==> config.mk <==
export PLATFORM = sky130hd
export DESIGN_NAME = tte_mac
export DESIGN_NICKNAME = d
export VERILOG_FILES = /design/src/rtl/core/tte_pkg.sv /design/src/rtl/core/tte_mac.sv
export SDC_FILE = /design/constraint.sdc
export NUM_CORES = 2
export LEC_CHECK = 0
export BUFFER_PORTS_ARGS = -buffer_cell sky130_fd_sc_hd__buf_2
export CELL_PAD_IN_SITES_DETAIL_PLACEMENT = 0
export CELL_PAD_IN_SITES_GLOBAL_PLACEMENT = 1
export CORE_ASPECT_RATIO = 1.4
export CORE_MARGIN = 4
export CORE_UTILIZATION = 52
export CTS_CLUSTER_SIZE = 20
export DETAILED_ROUTE_END_ITERATION = 12
export PLACE_DENSITY_LB_ADDON = 0.15
export SLEW_MARGIN = 40
export SYNTH_ARGS = -nofsm -noshare
export SYNTH_HDL_FRONTEND = slang
export SYNTH_SLANG_ARGS = --single-unit
==> constraint.sdc <==
create_clock -name clk -period 10.5 [get_ports clk]
set_input_delay 1.575 -clock clk [delete_from_list [all_inputs] [get_ports clk]]
set_output_delay 1.575 -clock clk [all_outputs]
set_load 0.01 [all_outputs]
==> src/rtl/core/tte_pkg.sv <==
// Package for the two-tap echo filter: widths, reset values, register map,
// and the control struct passed from the address stage to the MAC pipeline.
// No dependencies.
package tte_pkg;

  localparam int SAMPLE_W       = 16;
  localparam int GAIN_W         = 16;
  localparam int DELAY_W        = 11;
  localparam int PROD_W         = 2 * SAMPLE_W;
  localparam int ACC_W          = PROD_W + 1;
  localparam int FRAC_BITS      = 15;
  localparam int HIST_DEPTH_DEF = 2048;

  localparam int CFG_ADDR_W = 5;
  localparam int CFG_DATA_W = 32;

  localparam logic [GAIN_W-1:0]  GAIN_DIRECT_RST  = 16'd16384;
  localparam logic [GAIN_W-1:0]  GAIN_FIRST_RST   = 16'd9830;
  localparam logic [GAIN_W-1:0]  GAIN_SECOND_RST  = 16'd6554;
  localparam logic [DELAY_W-1:0] DELAY_FIRST_RST  = 11'd800;
  localparam logic [DELAY_W-1:0] DELAY_SECOND_RST = 11'd1200;

  // Register index, taken from paddr[4:2]
  typedef enum logic [2:0] {
    REG_GAIN_DIRECT  = 3'd0,
    REG_GAIN_FIRST   = 3'd1,
    REG_GAIN_SECOND  = 3'd2,
    REG_DELAY_FIRST  = 3'd3,
    REG_DELAY_SECOND = 3'd4
  } reg_idx_t;

  // Per-beat tap control, registered alongside the history read data
  typedef struct packed {
    logic                 vld;
    logic [SAMPLE_W-1:0]  x;
    logic                 cur1;   // first tap has zero delay: use x
    logic                 use1;   // first tap reads history
    logic                 cur2;
    logic                 use2;
  } tap_ctl_t;

endpackage

==> src/rtl/core/tte_mac.sv <==
// Multiply-accumulate pipeline: tap select and three products, sum,
// truncate toward zero and saturate into the output register. Depends on tte_pkg.
module tte_mac
  import tte_pkg::*;
(
  input  logic                       clk,
  input  logic                       rst_n,
  input  logic                       en,
  input  tap_ctl_t                   ctl,
  input  logic [SAMPLE_W-1:0]        rd1,
  input  logic [SAMPLE_W-1:0]        rd2,
  input  logic signed [GAIN_W-1:0]   gain_direct,
  input  logic signed [GAIN_W-1:0]   gain_first,
  input  logic signed [GAIN_W-1:0]   gain_second,
  output logic                       out_valid,
  output logic [SAMPLE_W-1:0]        out_sample
);

  localparam int Q_W = ACC_W - FRAC_BITS;

  logic signed [SAMPLE_W-1:0] tap0, tap1, tap2;
  logic signed [PROD_W-1:0]   p0_r, p1_r, p2_r;
  logic                       s2_vld_r;
  logic signed [ACC_W-1:0]    acc_r;
  logic                       s3_vld_r;
  logic signed [ACC_W:0]      acc_adj;
  logic signed [Q_W:0]        quo;
  logic [SAMPLE_W-1:0]        sat_val;
  logic                       out_valid_r;
  logic [SAMPLE_W-1:0]        out_sample_r;

  // tap select: current sample, history, or nothing yet
  always_comb begin
    tap0 = $signed(ctl.x);
    tap1 = ctl.cur1 ? $signed(ctl.x) : (ctl.use1 ? $signed(rd1) : '0);
    tap2 = ctl.cur2 ? $signed(ctl.x) : (ctl.use2 ? $signed(rd2) : '0);
  end

  // stage 2: products
  always_ff @(posedge clk) begin
    if (en) begin
      p0_r <= gain_direct * tap0;
      p1_r <= gain_first  * tap1;
      p2_r <= gain_second * tap2;
    end
  end

  // stage 3: sum of products
  always_ff @(posedge clk) begin
    if (en) begin
      acc_r <= ACC_W'(p0_r) + ACC_W'(p1_r) + ACC_W'(p2_r);
    end
  end

  // shift right with truncation toward zero: bias negatives before the shift
  always_comb begin
    acc_adj = (ACC_W + 1)'(acc_r);
    if (acc_r < 0) begin
      acc_adj = acc_adj + (ACC_W + 1)'((1 << FRAC_BITS) - 1);
    end
    quo = (Q_W + 1)'(acc_adj >>> FRAC_BITS);
    if (quo > (Q_W + 1)'(32767)) begin
      sat_val = 16'h7FFF;
    end else if (quo < -(Q_W + 1)'(32768)) begin
      sat_val = 16'h8000;
    end else begin
      sat_val = quo[SAMPLE_W-1:0];
    end
  end

  // stage 4: output register
  always_ff @(posedge clk) begin
    if (en) begin
      out_sample_r <= sat_val;
    end
  end

  // valid chain
  always_ff @(posedge clk) begin
    if (!rst_n) begin
      s2_vld_r    <= 1'b0;
      s3_vld_r    <= 1'b0;
      out_valid_r <= 1'b0;
    end else if (en) begin
      s2_vld_r    <= ctl.vld;
      s3_vld_r    <= s2_vld_r;
      out_valid_r <= s3_vld_r;
    end
  end

  assign out_valid  = out_valid_r;
  assign out_sample = out_sample_r;

endmodule

## Word-level counts from Yosys, hierarchy flattened

Index checks and enable logic that the tools add are counted.
Widths: inputs -> output; s select.

| cells by class | value |
|---|---|
| shift operators | 0 |
| reduce and logical (&&, ||, !) cells | 0 |
| equal/unequal tests | 0 |
| mux-type cells | 6 |
| multiply operators | 3 |
| divide/modulo/power cells | 0 |
| add/sub/neg operators | 3 |
| order comparisons | 3 |
| bitwise gates (word level) | 0 |

Operators with widths:

| cell | number |
|---|---|
| $mul 16x16->32 | 3 |
| $mux 16 | 5 |
| $add 33x16->34 const B | 1 |
| $mux 34 | 1 |
| $add 32x32->33 | 1 |
| $add 33x32->33 | 1 |
| $lt 33x1->1 const B | 1 |
| $gt 19x16->1 const B | 1 |
| $lt 19x16->1 const B | 1 |

| storage, ports and cells | value |
|---|---|
| memories | 0 |
| bits in writable memories | 0 |
| bits in read-only memories | 0 |
| output and inout bits | 17 |
| input bits | 104 |
| latch bits | 0 |
| bits in registers | 148 |

## Logic depth before layout (Yosys ltp)

| logic depth | value |
|---|---|
| depth after elaboration | 4 |
| depth in mapped cells | 28 |

## Worst setup path before layout

OpenSTA, ideal clock, no wires.

| path | value |
|---|---|
| path kind | input -> register |
| start | in ctl[1] (netlist name) |
| end | reg p2_r[30] (data pin) |
| arrival time | 8.263 ns |
| path slack | 2.057 ns |
| stages on the path | 24 |
| library setup time | 0.180 ns |
| cell sequence | clkbuf_1 nor2b_1 clkbuf_1 a22o_1 clkbuf_1 nand2_1 inv_1 fa_1 fa_1 fa_1 fa_1 fa_1 inv_1 fa_1 inv_1 ha_1 a21o_1 a21o_1 a21o_1 a21o_1 a2111o_1 o21ai_1 a21oi_1 o311ai_1 |

| between the ends | value |
|---|---|
| cells in the longest elaborated chain, start to end | 2 |

Ends and longest elaborated chain:

| what | RTL line | text |
|---|---|---|
| start, declared | tte_mac.sv:9 | `input tap_ctl_t ctl,` |
| $mux 16 | tte_mac.sv:36 | `tap2 = ctl.cur2 ? $signed(ctl.x) : (ctl.use2 ? $signed(rd2) : '0);` |
| $mul 16x16->32 | tte_mac.sv:44 | `p2_r <= gain_second * tap2;` |
| end signal, assigned | tte_mac.sv:44 |  |
| end, declared | tte_mac.sv:22 | `logic signed [PROD_W-1:0] p0_r, p1_r, p2_r;` |

Every way passes these cells.
A chain may end at the register's enable or synchronous reset.

## Final worst setup path

| path | value |
|---|---|
| start | in ctl[3] (netlist name) |
| end | reg p1_r[31] (data pin) |

| between the ends | value |
|---|---|
| cells in the longest elaborated chain, start to end | 2 |

Ends and longest elaborated chain:

| what | RTL line | text |
|---|---|---|
| $mux 16 | tte_mac.sv:35 | `tap1 = ctl.cur1 ? $signed(ctl.x) : (ctl.use1 ? $signed(rd1) : '0);` |
| $mul 16x16->32 | tte_mac.sv:43 | `p1_r <= gain_first * tap1;` |
| end signal, assigned | tte_mac.sv:43 |  |
| end, declared | tte_mac.sv:22 |  |

Every way passes these cells.

==> impl_metrics.yaml <==
setup_path:
  crit_fanout: 18
  required_ns: 10.70
  path_class: "in -> reg"
  end_kind: "flip-flop"
  r2r-start: "p0_r[7]$_DFFE_PP_"
  endpoint: "p1_r[31]$_DFFE_PP_"
  rrSetupSlack_ns: 6.72
  critPathLaunch: "ctl[3]"
  cp-start-kind: "input pin"
  rr_endpoint: "acc_r[32]$_DFFE_PP_"
  cp.arrival_ns: 8.73
  worst_r2r_path_depth: 10
sta:
  final_max_slew_viol_count: 0
  setup_violations: 0
  finClkSkew_ns: 0.01437
  slew_headroom_pct: 45.43
  tns_ns: 0
  max_slew.worst_pin.slew_ns: 0.8185
  min_period_ns: 8.534
  finalCritPeriodShare_pct: 81.28
  finalHoldViolations: 0
  rsz0062_at_grt: "no"
  fmax_ghz: 0.1172
synthesis:
  postSynthAreaPerCell_um2: 9.788
  synth_top_family_by_area: "adder cells"
  seq_area_frac_synth_pct: 12.00
  synth_nets: 4957
  synth_seq_cells: 148
  synthesis.instances: 3757
  synthDistinctLibCells: 70
  synthXorXnorAreaFrac_pct: 3.620
  synth_enable_flop_cells: 145
  async_flop_share_pct: 0
  synth.cell_area_um2: 36770
  synth_fa_ha_area_share_pct: 54.01
  synth_compound_area_share_pct: 6.852
  synthMuxAreaShare_pct: 0.2007
  yosys.area_share.simple_pct: 13.04
  synth_warnings: 0
  synth_ff_type: "edfxtp_1"
detailed_routing:
  first_pass_iters: 5
  drt_wl_total_mm: 86.21
  wl_per_cell_um: 18.19
  route.detailed.drc: 0
  detail-route-antenna-nets: 0
  viasPerCell: 5.242
  drtIter0Drc: 1103
  num_vias: 24841
outcome:
  outcome: "finished clean"
clock_tree:
  clockBufferDepth: 2
  clkTransAtPathRegs_ns: 0.07
  clock_sinks: 148
  cts_inserted_buffers: 17
  hold_buffers: 0
  post_cts_resize_count: 0
  insertion_delay_ns: 0.45
  tritoncts: "built"
  postCtsSetupRepairBufs: 0
  htreeDepth: 4
  root_buffer: "clkbuf_16"
worst_hold_path:
  hold_path_class: "reg -> reg"
floorplanning:
  die_w_um: 232.8
  core_um2: 70220
  num_rows: 115
  initial_core_util_pct: 52.37
  io_pins: 121
  dieArea_um2: 75100
  die_h_um: 322.7
final_layout:
  final-seq-area_um2: 4414
  nNetsFinal: 4989
  multiInputGateArea_um2: 28620
  areaGrowthSynthToFinish_pct: 5.655
  drive_gt1_share_pct: 4.787
  fillers: 6544
grt:
  grt_pass1_wl_mm: 144.8
  grtUsageTotal_pct: 24.47
  grt_pass1_vias: 27581
  overflow: 0
  antenna_found_initial: 3
  grt_max_degree: 78
placed_design:
  portBuffers: 120
  dpl.hpwl_mm: 72.52
  finalWeightedCongestion: 0.8745
job:
  drv_cap: 0
[sequential cells by signal, summed over array words and instances (netlist names)]
| signal | flops |
|---|---|
| p0_r | 32 |
| s2_vld_r | 1 |
| p1_r | 32 |
| out_valid | 1 |
| s3_vld_r | 1 |
| p2_r | 32 |
| acc_r | 33 |
| out_sample | 16 |
[cells by family after synthesis]
kind of cell / count (synthesis)
flops: 148
simple gates: 976
compound gates: 372
mux: 7
xor+xnor: 152
fa+ha+maj: 1096
buf+inv: 1006
[cells in the mapped netlist (all sizes together) (30+ instances only)]
master  number  area share (%)
inv        884             9.0
fa         819              45
nand2      427             4.4
and2       279             4.7
ha         277             9.4
edfxtp     145              12
clkbuf     119             1.2
xnor2      111             2.6
a21oi       93             1.3
nor2        83            0.85
nor2b       77             1.3
o21ai       71            0.97
a21o        47            0.96
xor2        41            0.98
a22o        30            0.71
[routing by layer]
metal  wire (µm)  track usage [%]  vias up
li1            -                -    11457
met1       35160            30.47    12847
met2       45910            45.33      414
met3        2401            2.102      123
met4        2748            7.189        0
met5           0                0        -
[worst min-delay path by stage]
stage | from | to | slack (ns) | depth (start not counted)
global route | out_valid$_SDFFE_PN0P_ | out_valid$_SDFFE_PN0P_ | 0.57 | 2
CTS | s3_vld_r$_SDFFE_PN0P_ | out_valid$_SDFFE_PN0P_ | 0.53 | 2
finish | s3_vld_r$_SDFFE_PN0P_ | s3_vld_r$_SDFFE_PN0P_ | 0.53 | 2
floorplan | s2_vld_r$_SDFFE_PN0P_ | s2_vld_r$_SDFFE_PN0P_ | 0.48 | 2
global placement | s3_vld_r$_SDFFE_PN0P_ | s3_vld_r$_SDFFE_PN0P_ | 0.51 | 2
detailed placement | s3_vld_r$_SDFFE_PN0P_ | out_valid$_SDFFE_PN0P_ | 0.51 | 2
[stage by stage]
stage	std cells	area [µm²]	worst slack [ns]	hold WS (ns)	util, %
after detailed placement	4706	38230	1.210	0.5143	54.45
after CTS	4738	38840	1.626	0.5338	55.31
after floorplan	3757	36770	2.057	0.4824	-
after global routing	4739	38850	1.473	0.5729	55.33
after global placement	4706	38210	1.276	0.5053	54.41
final	4739	38850	1.966	0.5340	55.33
[area by class of cell]
cell class,instances,area share [%]
Clock inverter,15,0.4702
Timing Repair Buffer,134,1.842
Sequential cell,148,11.36
Inverter,885,8.550
Multi-Input combinational cell,2603,73.66
Clock buffer,17,1.095
Antenna cell,1,0.006441
Tap cell,936,3.014
[cell usage in the layout, fill, tap and decap left out, drive strengths merged, types with 17 or more instances in the layout]
cell,Yosys,routed
and2,279,279
clkbuf,119,17
a22o,30,30
a21oi,93,93
nor3,20,20
fa,819,819
o21bai,19,19
xor2,41,41
edfxtp,145,145
inv,884,893
nand3,19,19
buf,2,134
ha,277,277
xnor2,111,111
nand2b,19,19
a21o,47,47
nor2b,77,77
nor2,83,83
o21ai,71,71
a211oi,18,18
nand2,427,427
[critical path: stages]
cell,delay [ns]
buf_2,0.20
nor2b_2,0.49
a22o_1,0.60
nand2_1,0.23
fa_1,0.53
inv_1,0.15
fa_1,0.81
inv_1,0.15
fa_1,0.51
inv_1,0.06
fa_1,0.57
fa_1,0.44
fa_1,0.46
ha_1,0.32
nand4_1,0.11
nor2_1,0.28
nand2_1,0.10
a211oi_1,0.47
o41ai_2,0.19
o2111ai_1,0.22
a21oi_1,0.11
xnor2_1,0.13
Power is not shown: default switching activity piles up to over one toggle a cycle in this logic, so the estimate is an artifact.
